File: src/hw/rtl/ebfd_pkg.sv
package ebfd_pkg;

    localparam int BYTE_BITS   = 8;
    localparam int ANGLE_BITS  = 21;
    localparam int STATUS_BITS = 3;
    localparam int ERR_BITS    = 2;
    localparam int POS_BITS    = 3;
    localparam int CFG_IDX_BITS  = 2;
    localparam int CFG_DATA_BITS = 3;

    localparam int ANGLE_HI_SHIFT  = 13;
    localparam int ANGLE_MID_SHIFT = 5;
    localparam int ANGLE_LO_SHIFT  = 3;

    localparam logic [BYTE_BITS-1:0] CRC_POLY = 8'h07;
    localparam logic [BYTE_BITS-1:0] CRC_TOP  = 8'h80;

    localparam logic [POS_BITS-1:0] POS_HDR0  = 3'd0;
    localparam logic [POS_BITS-1:0] POS_HDR1  = 3'd1;
    localparam logic [POS_BITS-1:0] POS_ANG_HI  = 3'd2;
    localparam logic [POS_BITS-1:0] POS_ANG_MID = 3'd3;
    localparam logic [POS_BITS-1:0] POS_ANG_LO  = 3'd4;
    localparam logic [POS_BITS-1:0] POS_CRC   = 3'd5;
    localparam logic [POS_BITS-1:0] POS_IDLE  = 3'd6;

    localparam logic [CFG_IDX_BITS-1:0] REG_CRC_CHECK_ENABLE = 2'd0;
    localparam logic [CFG_IDX_BITS-1:0] REG_WEAK_FIELD_MASK  = 2'd1;
    localparam logic [CFG_IDX_BITS-1:0] REG_UNDERVOLT_MASK   = 2'd2;

    localparam logic [ERR_BITS-1:0] ERR_OK        = 2'd0;
    localparam logic [ERR_BITS-1:0] ERR_CRC       = 2'd1;
    localparam logic [ERR_BITS-1:0] ERR_WEAK      = 2'd2;
    localparam logic [ERR_BITS-1:0] ERR_UNDERVOLT = 2'd3;

    typedef struct packed {
        logic                   crc_check_enable;
        logic [STATUS_BITS-1:0] weak_field_mask;
        logic [STATUS_BITS-1:0] undervolt_mask;
    } cfg_t;

    typedef struct packed {
        logic [ANGLE_BITS-1:0]  angle;
        logic [STATUS_BITS-1:0] status_bits;
        logic [BYTE_BITS-1:0]   rx_crc;
        logic [BYTE_BITS-1:0]   calc_crc;
        logic [ERR_BITS-1:0]    error_code;
    } result_t;

    function automatic logic [BYTE_BITS-1:0] crc8_byte(
        input logic [BYTE_BITS-1:0] crc,
        input logic [BYTE_BITS-1:0] b
    );
        logic [BYTE_BITS-1:0] c;
        c = crc ^ b;
        for (int k = 0; k < BYTE_BITS; k++)
        begin
            if ((c & CRC_TOP) != '0)
                c = (c << 1) ^ CRC_POLY;
            else
                c = c << 1;
        end
        return c;
    endfunction

endpackage

File: src/hw/rtl/ebfd_rx_if.sv
interface ebfd_rx_if #(parameter int TIMESTAMP_BITS = 16);
    logic                      valid;
    logic                      ready;
    logic [7:0]                rx_byte;
    logic                      frame_start;
    logic [TIMESTAMP_BITS-1:0] stamp;

    modport source (output valid, rx_byte, frame_start, stamp, input ready);
    modport sink (input valid, rx_byte, frame_start, stamp, output ready);
endinterface

File: src/hw/rtl/ebfd_res_if.sv
interface ebfd_res_if #(parameter int TIMESTAMP_BITS = 16);
    logic                      valid;
    logic                      ready;
    logic [20:0]               angle;
    logic [2:0]                status_bits;
    logic [7:0]                rx_crc;
    logic [7:0]                calc_crc;
    logic [TIMESTAMP_BITS-1:0] frame_stamp;
    logic [1:0]                error_code;

    modport source (
        output valid, angle, status_bits, rx_crc, calc_crc, frame_stamp,
               error_code,
        input  ready
    );
    modport sink (
        input  valid, angle, status_bits, rx_crc, calc_crc, frame_stamp,
               error_code,
        output ready
    );
endinterface

File: src/hw/rtl/ebfd_cfg_if.sv
interface ebfd_cfg_if;
    logic       valid;
    logic       ready;
    logic [1:0] index;
    logic [2:0] data;

    modport source (output valid, index, data, input ready);
    modport sink (input valid, index, data, output ready);
endinterface

File: src/hw/rtl/ebfd_cfg_regs.sv
module ebfd_cfg_regs (
    input  logic        clk,
    input  logic        rst_n,
    ebfd_cfg_if.sink    cfg,
    output ebfd_pkg::cfg_t regs
);
    import ebfd_pkg::*;

    cfg_t regs_reg;
    cfg_t regs_next;

    assign cfg.ready = 1'b1;
    assign regs      = regs_reg;

    always_comb
    begin
        regs_next = regs_reg;
        if (cfg.valid)
        begin
            unique case (cfg.index)
                REG_CRC_CHECK_ENABLE: regs_next.crc_check_enable = cfg.data[0];
                REG_WEAK_FIELD_MASK:  regs_next.weak_field_mask  = cfg.data;
                REG_UNDERVOLT_MASK:   regs_next.undervolt_mask   = cfg.data;
                default:              regs_next = regs_reg;
            endcase
        end
    end

    always_ff @(posedge clk or negedge rst_n)
    begin
        if (!rst_n)
        begin
            regs_reg.crc_check_enable <= 1'b1;
            regs_reg.weak_field_mask  <= 3'd2;
            regs_reg.undervolt_mask   <= 3'd4;
        end
        else
        begin
            regs_reg <= regs_next;
        end
    end
endmodule

File: src/hw/rtl/ebfd_decode.sv
module ebfd_decode #(
    parameter int TIMESTAMP_BITS = 16
) (
    input  logic                          clk,
    input  logic                          rst_n,
    input  logic                          take,
    input  logic [ebfd_pkg::BYTE_BITS-1:0] rx_byte,
    input  logic                          frame_start,
    input  logic [TIMESTAMP_BITS-1:0]     stamp,
    input  ebfd_pkg::cfg_t                regs,
    output logic                          emit,
    output ebfd_pkg::result_t             result,
    output logic [TIMESTAMP_BITS-1:0]     frame_stamp
);
    import ebfd_pkg::*;

    logic [POS_BITS-1:0]       pos_reg, pos_next, pos_eff;
    logic [BYTE_BITS-1:0]      crc_reg, crc_next, crc_base;
    logic [ANGLE_BITS-1:0]     angle_reg, angle_next, angle_base;
    logic [STATUS_BITS-1:0]    status_reg, status_next, status_base;
    logic [TIMESTAMP_BITS-1:0] stamp_reg, stamp_next;
    logic [ERR_BITS-1:0]       err;

    // a frame start restarts the frame at the header byte
    assign pos_eff     = frame_start ? POS_HDR0 : pos_reg;
    assign crc_base    = frame_start ? '0 : crc_reg;
    assign angle_base  = frame_start ? '0 : angle_reg;
    assign status_base = frame_start ? '0 : status_reg;
    assign stamp_next  = frame_start ? stamp : stamp_reg;

    always_comb
    begin
        pos_next    = pos_eff;
        crc_next    = crc_base;
        angle_next  = angle_base;
        status_next = status_base;
        emit        = 1'b0;
        unique case (pos_eff)
            POS_HDR0, POS_HDR1:
            begin
                pos_next = pos_eff + 3'd1;
            end
            POS_ANG_HI:
            begin
                crc_next   = crc8_byte(crc_base, rx_byte);
                angle_next = ANGLE_BITS'({rx_byte, {ANGLE_HI_SHIFT{1'b0}}});
                pos_next   = POS_ANG_MID;
            end
            POS_ANG_MID:
            begin
                crc_next   = crc8_byte(crc_base, rx_byte);
                angle_next = angle_base |
                             ANGLE_BITS'({rx_byte, {ANGLE_MID_SHIFT{1'b0}}});
                pos_next   = POS_ANG_LO;
            end
            POS_ANG_LO:
            begin
                crc_next    = crc8_byte(crc_base, rx_byte);
                angle_next  = angle_base |
                              ANGLE_BITS'(rx_byte[BYTE_BITS-1:ANGLE_LO_SHIFT]);
                status_next = rx_byte[STATUS_BITS-1:0];
                pos_next    = POS_CRC;
            end
            POS_CRC:
            begin
                emit     = 1'b1;
                pos_next = POS_IDLE;
            end
            default:
            begin
                pos_next = pos_eff;
            end
        endcase
    end

    always_comb
    begin
        priority if (regs.crc_check_enable && (crc_base != rx_byte))
            err = ERR_CRC;
        else if ((status_base & regs.weak_field_mask) != '0)
            err = ERR_WEAK;
        else if ((status_base & regs.undervolt_mask) != '0)
            err = ERR_UNDERVOLT;
        else
            err = ERR_OK;
    end

    assign result.angle        = angle_base;
    assign result.status_bits  = status_base;
    assign result.rx_crc       = rx_byte;
    assign result.calc_crc     = crc_base;
    assign result.error_code   = err;
    assign frame_stamp         = stamp_next;

    always_ff @(posedge clk or negedge rst_n)
    begin
        if (!rst_n)
            pos_reg <= POS_IDLE;
        else if (take)
            pos_reg <= pos_next;
    end

    always_ff @(posedge clk)
    begin
        if (take)
        begin
            crc_reg    <= crc_next;
            angle_reg  <= angle_next;
            status_reg <= status_next;
            stamp_reg  <= stamp_next;
        end
    end
endmodule

File: src/hw/rtl/encoder_burst_frame_decoder_top.sv
// a result for byte 5 passes the input register, then is registered in the output slot once that byte is taken
// throughput: one byte per cycle while rx.ready is high, set by the combinational crc8 byte update
// rx.ready stays high unless a finished result waits and the next byte completes a frame
// reset: asynchronous active-low rst_n returns the decoder to idle, waiting for frame start
// reset loads the registers with crc check on, weak field mask 2, undervoltage mask 4
module encoder_burst_frame_decoder_top #(
    parameter int TIMESTAMP_BITS = 16
) (
    input  logic      clk,
    input  logic      rst_n,
    ebfd_rx_if.sink   rx,
    ebfd_res_if.source res,
    ebfd_cfg_if.sink  cfg
);
    import ebfd_pkg::*;

    cfg_t    regs;
    result_t result;
    logic    emit;
    logic    take;
    logic [TIMESTAMP_BITS-1:0] stamp_out;

    logic                      in_valid_reg;
    logic [BYTE_BITS-1:0]      in_byte_reg;
    logic                      in_start_reg;
    logic [TIMESTAMP_BITS-1:0] in_stamp_reg;

    logic                      out_valid_reg, out_valid_next;
    result_t                   out_result_reg;
    logic [TIMESTAMP_BITS-1:0] out_stamp_reg;

    ebfd_cfg_regs u_cfg_regs (
        .clk   (clk),
        .rst_n (rst_n),
        .cfg   (cfg),
        .regs  (regs)
    );

    ebfd_decode #(
        .TIMESTAMP_BITS (TIMESTAMP_BITS)
    ) u_decode (
        .clk         (clk),
        .rst_n       (rst_n),
        .take        (take),
        .rx_byte     (in_byte_reg),
        .frame_start (in_start_reg),
        .stamp       (in_stamp_reg),
        .regs        (regs),
        .emit        (emit),
        .result      (result),
        .frame_stamp (stamp_out)
    );

    // held byte moves on unless it makes a result and the output slot stays full
    assign take     = in_valid_reg && (!emit || !out_valid_reg || res.ready);
    assign rx.ready = !in_valid_reg || take;

    always_ff @(posedge clk or negedge rst_n)
    begin
        if (!rst_n)
            in_valid_reg <= 1'b0;
        else if (rx.ready)
            in_valid_reg <= rx.valid;
    end

    always_ff @(posedge clk)
    begin
        if (rx.ready && rx.valid)
        begin
            in_byte_reg  <= rx.rx_byte;
            in_start_reg <= rx.frame_start;
            in_stamp_reg <= rx.stamp;
        end
    end

    always_comb
    begin
        priority if (take && emit)
            out_valid_next = 1'b1;
        else if (res.ready)
            out_valid_next = 1'b0;
        else
            out_valid_next = out_valid_reg;
    end

    always_ff @(posedge clk or negedge rst_n)
    begin
        if (!rst_n)
            out_valid_reg <= 1'b0;
        else
            out_valid_reg <= out_valid_next;
    end

    always_ff @(posedge clk)
    begin
        if (take && emit)
        begin
            out_result_reg <= result;
            out_stamp_reg  <= stamp_out;
        end
    end

    assign res.valid        = out_valid_reg;
    assign res.angle        = out_result_reg.angle;
    assign res.status_bits  = out_result_reg.status_bits;
    assign res.rx_crc       = out_result_reg.rx_crc;
    assign res.calc_crc     = out_result_reg.calc_crc;
    assign res.frame_stamp  = out_stamp_reg;
    assign res.error_code   = out_result_reg.error_code;
endmodule
File: src/flat_wrapper.sv
// flat-port wrapper written by rule: the top's interface ports become plain ports
module encoder_burst_frame_decoder_top_flat import ebfd_pkg::*;
#(
    parameter int TIMESTAMP_BITS = 16
)
  (clk, rst_n, rx_valid, rx_rx_byte, rx_frame_start, rx_stamp, rx_ready, res_valid, res_angle, res_status_bits, res_rx_crc, res_calc_crc, res_frame_stamp, res_error_code, res_ready, cfg_valid, cfg_index, cfg_data, cfg_ready);
  ebfd_rx_if #(.TIMESTAMP_BITS(TIMESTAMP_BITS)) rx_i ();
  ebfd_res_if #(.TIMESTAMP_BITS(TIMESTAMP_BITS)) res_i ();
  ebfd_cfg_if cfg_i ();
  input  logic clk;
  input  logic rst_n;
  input wire logic [$bits(rx_i.valid)-1:0] rx_valid;
  input wire logic [$bits(rx_i.rx_byte)-1:0] rx_rx_byte;
  input wire logic [$bits(rx_i.frame_start)-1:0] rx_frame_start;
  input wire logic [$bits(rx_i.stamp)-1:0] rx_stamp;
  output wire logic [$bits(rx_i.ready)-1:0] rx_ready;
  output wire logic [$bits(res_i.valid)-1:0] res_valid;
  output wire logic [$bits(res_i.angle)-1:0] res_angle;
  output wire logic [$bits(res_i.status_bits)-1:0] res_status_bits;
  output wire logic [$bits(res_i.rx_crc)-1:0] res_rx_crc;
  output wire logic [$bits(res_i.calc_crc)-1:0] res_calc_crc;
  output wire logic [$bits(res_i.frame_stamp)-1:0] res_frame_stamp;
  output wire logic [$bits(res_i.error_code)-1:0] res_error_code;
  input wire logic [$bits(res_i.ready)-1:0] res_ready;
  input wire logic [$bits(cfg_i.valid)-1:0] cfg_valid;
  input wire logic [$bits(cfg_i.index)-1:0] cfg_index;
  input wire logic [$bits(cfg_i.data)-1:0] cfg_data;
  output wire logic [$bits(cfg_i.ready)-1:0] cfg_ready;
  assign rx_i.valid = rx_valid;
  assign rx_i.rx_byte = rx_rx_byte;
  assign rx_i.frame_start = rx_frame_start;
  assign rx_i.stamp = rx_stamp;
  assign rx_ready = rx_i.ready;
  assign res_valid = res_i.valid;
  assign res_angle = res_i.angle;
  assign res_status_bits = res_i.status_bits;
  assign res_rx_crc = res_i.rx_crc;
  assign res_calc_crc = res_i.calc_crc;
  assign res_frame_stamp = res_i.frame_stamp;
  assign res_error_code = res_i.error_code;
  assign res_i.ready = res_ready;
  assign cfg_i.valid = cfg_valid;
  assign cfg_i.index = cfg_index;
  assign cfg_i.data = cfg_data;
  assign cfg_ready = cfg_i.ready;
  encoder_burst_frame_decoder_top #(.TIMESTAMP_BITS(TIMESTAMP_BITS)) u_core (.clk(clk), .rst_n(rst_n), .rx(rx_i), .res(res_i), .cfg(cfg_i));
endmodule
File: config.mk
export PLATFORM = sky130hd
export DESIGN_NAME = encoder_burst_frame_decoder_top_flat
export DESIGN_NICKNAME = d
export VERILOG_FILES = /design/src/hw/rtl/ebfd_pkg.sv /design/src/hw/rtl/ebfd_rx_if.sv /design/src/hw/rtl/ebfd_res_if.sv /design/src/hw/rtl/ebfd_cfg_if.sv /design/src/hw/rtl/ebfd_cfg_regs.sv /design/src/hw/rtl/ebfd_decode.sv /design/src/hw/rtl/encoder_burst_frame_decoder_top.sv /design/src/flat_wrapper.sv
export SDC_FILE = /design/constraint.sdc
export NUM_CORES = 1
export LEC_CHECK = 0
export BUFFER_PORTS_ARGS = -buffer_cell sky130_fd_sc_hd__buf_2
export CAP_MARGIN = 30
export CORE_AREA = 2 2 145 147
export CTS_CLUSTER_SIZE = 30
export DETAILED_ROUTE_END_ITERATION = 8
export DIE_AREA = 0 0 147 149
export REMOVE_ABC_BUFFERS = 1
export SLEW_MARGIN = 10
export SYNTH_ARGS = -nofsm -noshare
export SYNTH_HDL_FRONTEND = slang
export SYNTH_HIERARCHICAL = 1
export SYNTH_SLANG_ARGS = --single-unit
export TNS_END_PERCENT = 10
File: constraint.sdc
create_clock -name clk -period 8.1 [get_ports clk]
set_input_delay 0.405 -clock clk [delete_from_list [all_inputs] [get_ports clk]]
set_output_delay 0.405 -clock clk [all_outputs]
set_load 0.01 [all_outputs]
# [Word-level counts from Yosys, hierarchy flattened]
# Cells that the tools add are included.
[totals] output_inout_bits=61 ff_bits=143
[op_classes] reduce_logical=19 n_addsub=1 n_bitwise=27 muxes=57 eq_ne=8
[ops] cell="8-bit 2-to-1 mux" n=22
[ops] cell="3-bit 2-to-1 mux" n=25
[ops] cell="3-bit inverter" n=22
[ops] cell="21-bit case mux with 3 select lines" n=1
[ops] cell="8-bit case mux with 3 select lines" n=1
[ops] cell="21-bit 2-to-1 mux" n=1
[ops] cell="21-bit by 13-bit OR with 21-bit output" n=1
[ops] cell="21-bit by 5-bit OR with 21-bit output" n=1
[ops] cell="16-bit 2-to-1 mux" n=1
[ops] cell="3-bit case mux with 5 select lines" n=1
[ops] cell="8-bit inequality test" n=1
[ops] cell="8-bit XOR" n=1
[ops] cell="3-bit AND" n=2
[ops] cell="3-bit by 2-bit equality test with 1-bit output, second input constant" n=2
[ops] cell="3-bit equality test, second input constant" n=2
[ops] cell="2-bit AND reduction" n=3
[ops] cell="3-bit nonzero test" n=2
[ops] cell="1-bit logical AND" n=4
[ops] cell="2-bit 2-to-1 mux" n=2
[ops] cell="3-bit by 1-bit adder with 3-bit output, second input constant" n=1
[ops] cell="3-bit by 1-bit equality test with 1-bit output, second input constant" n=1
[ops] cell="1-bit logical NOT" n=3
[ops] cell="3-bit logical NOT" n=1
[ops] cell="1-bit logical OR" n=3
[ops] cell="6 further kinds" n=8

# [Depth between registers and ports, before layout]
# Gate-level depths: netlist (run 1).
[depth] word_depth=26 mapped_depth=10 ltp_nobuf=9

# [Cells and area by module]
# Netlist (run 1), hierarchy kept.
[modules_own_cells] mod="ebfd_decode" cells_each=268 seq_area_each_um2=1519.0 area_per_inst_um2=3101.7 n_inst=1
[modules_own_cells] mod="encoder_burst_frame_decoder_top" cells_each=93 seq_area_each_um2=2542.4 area_per_inst_um2=2598.7 n_inst=1
[modules_own_cells] mod="ebfd_cfg_regs" cells_each=19 seq_area_each_um2=178.9 area_per_inst_um2=291.5 n_inst=1

# [Worst setup path after synthesis (run 1)]
# OpenSTA, ideal clock, no wires.
[synth_path] path_kind="register to register" from="reg u_core.in_start_reg" to="reg u_core.u_decode.pos_reg[0]" stages_incl_launch_ff=10 period_less_slack_ps=4414 setup_time_ps=107 arrival_ps=4307 path_slack_ps=3686 cell_sequence="edfxtp_1 -> buf_6 -> buf_2 -> nand2b_1 -> ha_1 -> and2_1 -> a21boi_1 -> o31a_1 -> o21ai_1 -> o21ai_1"
[synth_via] elab_chain_cells=7
[synth_rtl] element="start, declared" line="encoder_burst_frame_decoder_top.sv:25" rtl="logic in_start_reg;"
[synth_rtl] element="start signal, assigned" line="encoder_burst_frame_decoder_top.sv:71" rtl="in_start_reg <= rx.frame_start;"
[synth_rtl] element="3-bit 2-to-1 mux" line="ebfd_decode.sv:25" rtl="assign pos_eff = frame_start ? POS_HDR0 : pos_reg;"
[synth_rtl] element="3-bit equality test" line="ebfd_decode.sv:38" rtl="unique case (pos_eff)"
[synth_rtl] element="1-bit 2-to-1 mux" line="ebfd_decode.sv:38"
[synth_rtl] element="net u_core.emit" line="encoder_burst_frame_decoder_top.sv:19" rtl="logic emit;"
[synth_rtl] element="1-bit logical NOT" line="encoder_burst_frame_decoder_top.sv:55" rtl="assign take = in_valid_reg && (!emit || !out_valid_reg || res.ready);"
[synth_rtl] element="1-bit logical OR (2 in a row)" line="encoder_burst_frame_decoder_top.sv:55"
[synth_rtl] element="1-bit logical AND" line="encoder_burst_frame_decoder_top.sv:55"
[synth_rtl] element="net u_core.take" line="encoder_burst_frame_decoder_top.sv:20" rtl="logic take;"
[synth_rtl] element="end signal, assigned" line="ebfd_decode.sv:100" rtl="pos_reg <= pos_next;"
[synth_rtl] element="end, declared" line="ebfd_decode.sv:17" rtl="logic [POS_BITS-1:0] pos_reg, pos_next, pos_eff;"
# The timed path passes the listed nets, and every way through them passes these cells.
# A chain may end at the register's enable or synchronous reset.

# [Worst setup path after layout (run 1)]
[layout_path] from="reg u_core.in_start_reg" to="reg u_core.out_result_reg, in the netlist u_core/res.calc_crc[6], enable pin"
[layout_via] elab_chain_cells=8
[layout_rtl] element="3-bit 2-to-1 mux (*)" line="ebfd_decode.sv:25"
[layout_rtl] element="3-bit equality test (*)" line="ebfd_decode.sv:38"
[layout_rtl] element="1-bit 2-to-1 mux (*)" line="ebfd_decode.sv:38"
[layout_rtl] element="net u_core.emit" line="encoder_burst_frame_decoder_top.sv:19"
[layout_rtl] element="1-bit logical NOT" line="encoder_burst_frame_decoder_top.sv:55"
[layout_rtl] element="1-bit logical OR (2 in a row)" line="encoder_burst_frame_decoder_top.sv:55"
[layout_rtl] element="1-bit logical AND" line="encoder_burst_frame_decoder_top.sv:55"
[layout_rtl] element="1-bit logical AND (*)" line="encoder_burst_frame_decoder_top.sv:96" rtl="if (take && emit)"
[layout_rtl] element="end signal, assigned" line="encoder_burst_frame_decoder_top.sv:98" rtl="out_result_reg <= result;"
[layout_rtl] element="end, declared" line="encoder_burst_frame_decoder_top.sv:29" rtl="result_t out_result_reg;"
# The timed path passes the listed nets; every way through them passes the cells marked *.

==> results.ini, run 1 <==
[run_status]
status=complete, no violations

[setup_path]
startpoint_type=register
crit_required_ns=8.15
ff2ff_setup_slack_ns=4.69
r2r_start=u_core/in_start_reg
worstReg2RegEnd=u_core/res.calc_crc[6]
crit_fanout=35
critPathCaptureType=register
critPathKind=reg -> reg
rr_worst_depth=7
crit_arrival_ns=3.47

[grt]
antenna_found_initial=0
grt_max_degree=36
grt_pass1_wl_mm=19.04
first_global_vias=3393
grt_overflow=0
grt_usage_pct=11.63

[synthesis]
seq_area_frac_synth_pct=70.77
yosysWarnings=6
ys_seq_elements=143
synth_cell_type_count=44
syn_area_per_cell_um2=15.77
syn-cell-area_um2=5992
netlist_instances=380

[detailed_routing]
vias=3260
drt_iter0_markers=157
met3_wirelength_um=981
antenna_left=0
drc=0
routedWlPerCell_um=15.74
route.met2.wl_mm=5.709
dr.max_layer_used=met4
dr.pass1.iters=5
routed_via_density=4.245
wl_mm=12.09
wl_met1_mm=5.292

[finish]
layout.cells.non_filler=768
n_antenna_cell=0
fin_area_um2=7306
areaGrowthSynthToFinish_pct=21.93
final_common_cell=edfxtp_1
fin_util_pct=35.54
drive_gt1_share_pct=36.92
fillers=2009
layout_common_cells=edfxtp_1, buf_2, mux2_2, nand2_1, o21ai_0
nets=524

[worst_hold_path]
holdPathEnd=u_core/in_stamp_reg[13]
min_path_cells=1
min_path_type=in -> reg
holdCritStartpoint=rx_stamp[13]

[clock_tree]
clk_latency_ns=0.42
clock_path_buffers=2
cts-root-buf=clkbuf_16
numCtsBuffers=17
path_clk_slew_ns=0.06
post_cts_resized=0
cts_sinks=143
cts_tree=done
postCtsSetupBuffers=0
h-tree-depth=4

[pwr]
leakagePower_nw=2.840
p_per_area_nw_per_um2=278.2
power.total_mw=2.032
ir_drop_mv=0.1316

[floorplan]
die-area_um2=21900
core_um2=20560
ios=96
fp.dieW_um=147
rows=53
start_util_pct=29.15
fp.dieH_um=149

[sta]
relSlewSlack_pct=42.60
fin_skew_ns=0.01019
worst_pin_slew_ns=0.8588
fmax_mhz=293.0
min_period_ns=3.413
finalSetupViolations=0
finalCritPeriodShare_pct=42.13
fin_tns_setup_ns=0
hold_viol_final=0
rsz0062_at_grt=false
drv_slew=0

[placed_design]
portBuffers=94
place_congestion=0.7414
dp_cells=734
dpl.hpwl_mm=8.361
placed_cell_area_um2=6730

[flow_run]
maxCapViolations=0

==> layer usage <==
layer	track usage, %	up-vias
li1	-	1571
met3	4.740	12
met4	4.279	0
met5	0	-
met2	18.10	110
met1	14.68	1567
==> synthesized netlist by cell type <==
cell type  number  share of area [%]
a21boi_2        1               0.19
buf_2           4               0.33
ha_1            9                1.9
conb_1          1              0.063
o31a_1          1               0.15
a21o_1          1               0.13
dfrtp_1         7                2.9
dfstp_2         5                2.2
o21ai_1         4               0.33
xnor2_4         3                1.4
or2_2           1               0.10
nor2b_1        16                1.7
nor2_1         16                1.0
a22oi_1         2               0.25
clkbuf_1        3               0.19
nand3b_1        2               0.25
xnor2_1         8                1.2
inv_2           1              0.063
xnor2_2         3               0.81
nor2b_4         2               0.46
a21boi_0        1               0.13
o21a_1          1               0.13
and2_1          6               0.63
and2b_4         3               0.50
xnor3_1         2               0.75
nor2_2          1               0.10
nand4b_2        1               0.25
nand3_1         2               0.17
nand2_1        25                1.6
xor3_1          3                1.2
xor2_1          4               0.58
edfxtp_1      131                 66
mux2_2         27                5.1
a21boi_1        1               0.13
inv_1          17                1.1
o211ai_1        2               0.25
nor3b_1         1               0.13
or3_1           1               0.10
a21oi_1        14                1.2
buf_4          11                1.4
buf_6           1               0.19
nand2b_1       14                1.5
nor2b_2         2               0.29
o21ai_0        19                1.6
==> report_power, final <==
group	leakage [nW]	internal, mW	switching, mW
sequential	1.39	0.916	0.0337
clock	0.265	0.400	0.319
combinational	1.18	0.167	0.195
==> cell families (layout without fill, tap and decap cells) <==
| kind of cell | count (synthesis) | count (layout) | share of synthesized area (%) |
|---|---|---|---|
| AO/OA/AOI/OAI | 47 | 47 | 4.427 |
| XOR/XNOR | 23 | 23 | 5.889 |
| adder cells (fa/ha/maj) | 9 | 9 | 1.879 |
| buffers and inverters | 37 | 150 | 3.216 |
| flip-flops | 143 | 143 | 70.77 |
| multiplexers | 27 | 27 | 5.074 |
| other | 1 | 1 | 0.06258 |
| AND/OR/NAND/NOR | 93 | 93 | 8.687 |
==> through the flow <==
stage	setup WS (ns)	hold WS (ns)
floorplan	3.199	0.1094
global placement	4.452	0.3111
detailed placement	4.281	0.3237
CTS	4.258	0.1385
global route	4.432	0.1321
finish	4.687	0.1592
==> critical path, cell delays in order, from the launching register on <==
cell      delay [ns]
edfxtp_1        0.64
buf_4           0.40
nand2b_1        0.23
ha_1            0.22
and2_1          0.26
nand2_1         0.13
nor2_4          0.59
buf_4           0.53
==> area by class of cell <==
cell class / instances / area (um2) / area share (%)
Sequential cell: 143 / 4240 / 58.04
Multi-Input combinational cell: 200 / 1578 / 21.60
Timing Repair Buffer: 100 / 525.5 / 7.193
Clock buffer: 17 / 425.4 / 5.823
Tap cell: 275 / 344.1 / 4.710
Clock inverter: 15 / 125.1 / 1.713
Inverter: 18 / 67.56 / 0.9248
==> worst max-delay path by stage <==
stage	start	endpoint	slack [ns]	cells after the start
global placement	u_core/in_start_reg	u_core/res.status_bits[0]	4.45	7
CTS	u_core/in_start_reg	u_core/res.calc_crc[7]	4.26	7
finish	u_core/in_start_reg	u_core/res.calc_crc[6]	4.69	7
detailed placement	u_core/in_start_reg	u_core/res.rx_crc[3]	4.28	7
global route	u_core/in_start_reg	u_core/res.rx_crc[4]	4.43	7
floorplan	u_core/in_start_reg	u_core/u_decode/pos_reg[0]	3.20	7
==> repair_timing <==
action                                 4_1_cts  5_1_grt
endpoints found under the hold margin        7        0
setup endpoints to repair                    0        0
hold buffers                                 1        0
Power figures use the tool's default switching activity.
==> run 2, diff against run 1 <==
==> constraint.sdc (replaced) <==
create_clock -name clk -period 3.05 [get_ports clk]
set_input_delay 0.1525 -clock clk [delete_from_list [all_inputs] [get_ports clk]]
set_output_delay 0.1525 -clock clk [all_outputs]
set_load 0.01 [all_outputs]
==> run 2 against run 1 <==
Compared with the run above: sequential share of layout area shrank 2.7 points; register-to-register slack worse by 4.0 ns; critical path depth shrank 2; total power rose to 2.7 times the previous value; sequential power increased to 2.6 times the previous value; cell area increased by 4.9%; clock skew fell by 0.0011 ns; final cell count is 4.0% higher; hold slack lost 0.10 ns; critical path type unchanged; largest cell class unchanged; highest routed layer unchanged.
==> results.ini, run 2 (synthesis results as in run 1) <==
[sta]
worst_pin_slew_ns=0.6644  ; -0.1944 ns
min_period_ns=2.408  ; -1.005 ns
whs_ns=0.05540  ; -0.1038 ns
drv_slew=0  ; unchanged
rsz0062_at_grt=false
fin_skew_ns=0.009047  ; -0.001142 ns
setup_ws_ns=0.6420  ; -4.045 ns
finalSetupViolations=0  ; unchanged
relSlewSlack_pct=55.66  ; +13 points
finalCritPeriodShare_pct=78.95  ; +37 points
hold_viol_final=0  ; unchanged
fmax_mhz=415.3  ; +42%

[grt]
grt_usage_pct=11.42  ; -0.21 points
first_global_vias=3583  ; +5.6%
grt_max_degree=42  ; +17%
grt_pass1_wl_mm=18.95  ; -0.47%
antenna_found_initial=0  ; unchanged
grt_overflow=0  ; unchanged

[floorplan]
ios=96  ; unchanged
rows=53  ; unchanged
die-area_um2=21900  ; unchanged
fp.dieW_um=147  ; unchanged
start_util_pct=29.15  ; unchanged
fp.dieH_um=149  ; unchanged
core_um2=20560  ; unchanged

[finish]
fillers=1981  ; -1.4%
areaGrowthSynthToFinish_pct=27.86
layout_common_cells=edfxtp_1, buf_2, dlygate4sd3_1, mux2_2, nand2_1
drive_gt1_share_pct=34.54  ; -2.4 points
nets=555  ; +5.9%
multiInputGateArea_um2=1578  ; unchanged
fin_area_um2=7661  ; +4.9%
n_antenna_cell=0  ; unchanged
final_common_cell=edfxtp_1
regArea_um2=4240  ; unchanged

[setup_path]
critPathCaptureType=register
critPathKind=reg -> reg
ff2ff_setup_slack_ns=0.64  ; -4.05 ns
crit_required_ns=3.18  ; -4.97 ns
path_buf_inv=1  ; -1
cpMaxStageDelayCell=nor2_2
max_stage_delay_ns=0.56  ; -0.08 ns
worstSetupStartpoint=u_core/u_decode/pos_reg[2]
r2r_start=u_core/u_decode/pos_reg[2]
startpoint_type=register
cp_cell_sequence=nor2b_1, inv_2, ha_1, nor2_2, o21ai_0
crit_family=simple AND/OR/NAND/NOR gates
crit_arrival_ns=2.54  ; -0.93 ns
crit_fanout=18  ; -49%

[placed_design]
place_congestion=0.7816  ; +5.4%
placed_cell_area_um2=6790  ; +0.89%
portBuffers=94  ; unchanged
dp_slack_ns=0.6772  ; -3.604 ns
dpl.hpwl_mm=8.029  ; -4.0%

[pwr]
ir_drop_mv=0.2678  ; +100%
leakagePower_nw=2.980  ; +4.9%
p_per_area_nw_per_um2=717.0  ; +160%

[clock_tree]
numCtsBuffers=17  ; unchanged
clock_path_buffers=2  ; unchanged
postCtsSetupBuffers=0  ; unchanged
clk_latency_ns=0.41  ; about the same
cts_sinks=143  ; unchanged
cts_tree=done
h-tree-depth=4  ; unchanged
cts-root-buf=clkbuf_16
path_clk_slew_ns=0.06  ; about the same

[worst_hold_path]
holdCritStartpoint=res_ready
min_path_type=in -> reg

[detailed_routing]
wl_mm=11.85  ; -2.0%
routed_via_density=4.275  ; +0.72%
drc=0  ; unchanged
drt_iter0_markers=160  ; +1.9%
vias=3416  ; +4.8%
antenna_left=0  ; unchanged
routedWlPerCell_um=14.82  ; -5.8%
dr.pass1.iters=5  ; unchanged

[run_status]
status=complete, no violations

[flow_run]
maxCapViolations=0  ; unchanged

run 2: cell count changes in the layout (fill, tap and decap cells not counted), moves of 2 or more:
cell           change
clkbuf_1           +2
buf_12             +3
bufinv_16          +2
dlygate4sd3_1     +29
inv_8              -4
run 2: repair_timing:
item,CTS,global route
endpoints found under the hold margin,45,0
resized for setup,0,0
hold buffers,30,0
run 2: worst paths after layout:
path | cells past startpoint | endpoint
worst min register to register | 2 | u_core/u_decode/pos_reg[2]
worst max-delay path | 5 | u_core/u_decode/angle_reg[16]
worst min-delay path | 3 | u_core/in_valid_reg
max in group asynchronous | 2 | u_core/u_decode/pos_reg[2]
min in group asynchronous | 2 | u_core/res.valid
worst max register to register | 5 | u_core/u_decode/angle_reg[16]
run 2: layout make-up:
cell class	count	share of cell area, %
Clock buffer	19	5.651
Clock inverter	13	1.797
Inverter	18	0.8819
Multi-Input combinational cell	200	20.59
Sequential cell	143	55.35
Tap cell	275	4.491
Timing Repair Buffer	131	11.24
run 2: where the power goes:
part	leakage, nW	internal [mW]	switching, mW
sequential	1.39	2.43	0.0802
combinational	1.32	0.473	0.517
clock	0.265	1.20	0.788
total	2.98	4.11	1.39
run 2: through the flow:
step                      total power, mW  cells  TNS [ns]  utilization (%)
final                               5.493    799         0            37.27
after detailed placement            3.510    737         0            33.03
after floorplan                     3.260    361   -188.52                -
after CTS                           5.565    799         0            37.27
after global placement              3.464    737         0            33.03
after global routing                5.778    799         0            37.27
run 2: layer usage:
metal  wire, um  global-route usage [%]  vias up  part of all wire [%]
met1       5493                   14.47     1686                    46
met3        613                   4.159       12                   5.2
met5          0                       0        -                     0
met2       5578                   18.12       98                    47
met4        161                   4.087        0                   1.4
li1           -                       -     1620                     -
run 2: worst min-delay path: cells and delay by family:
| family | cells | cell delay [ns] |
|---|---|---|
| AND/OR/NAND/NOR | 2 | 0.19 |
| buffers and inverters | 1 | 0.09 |
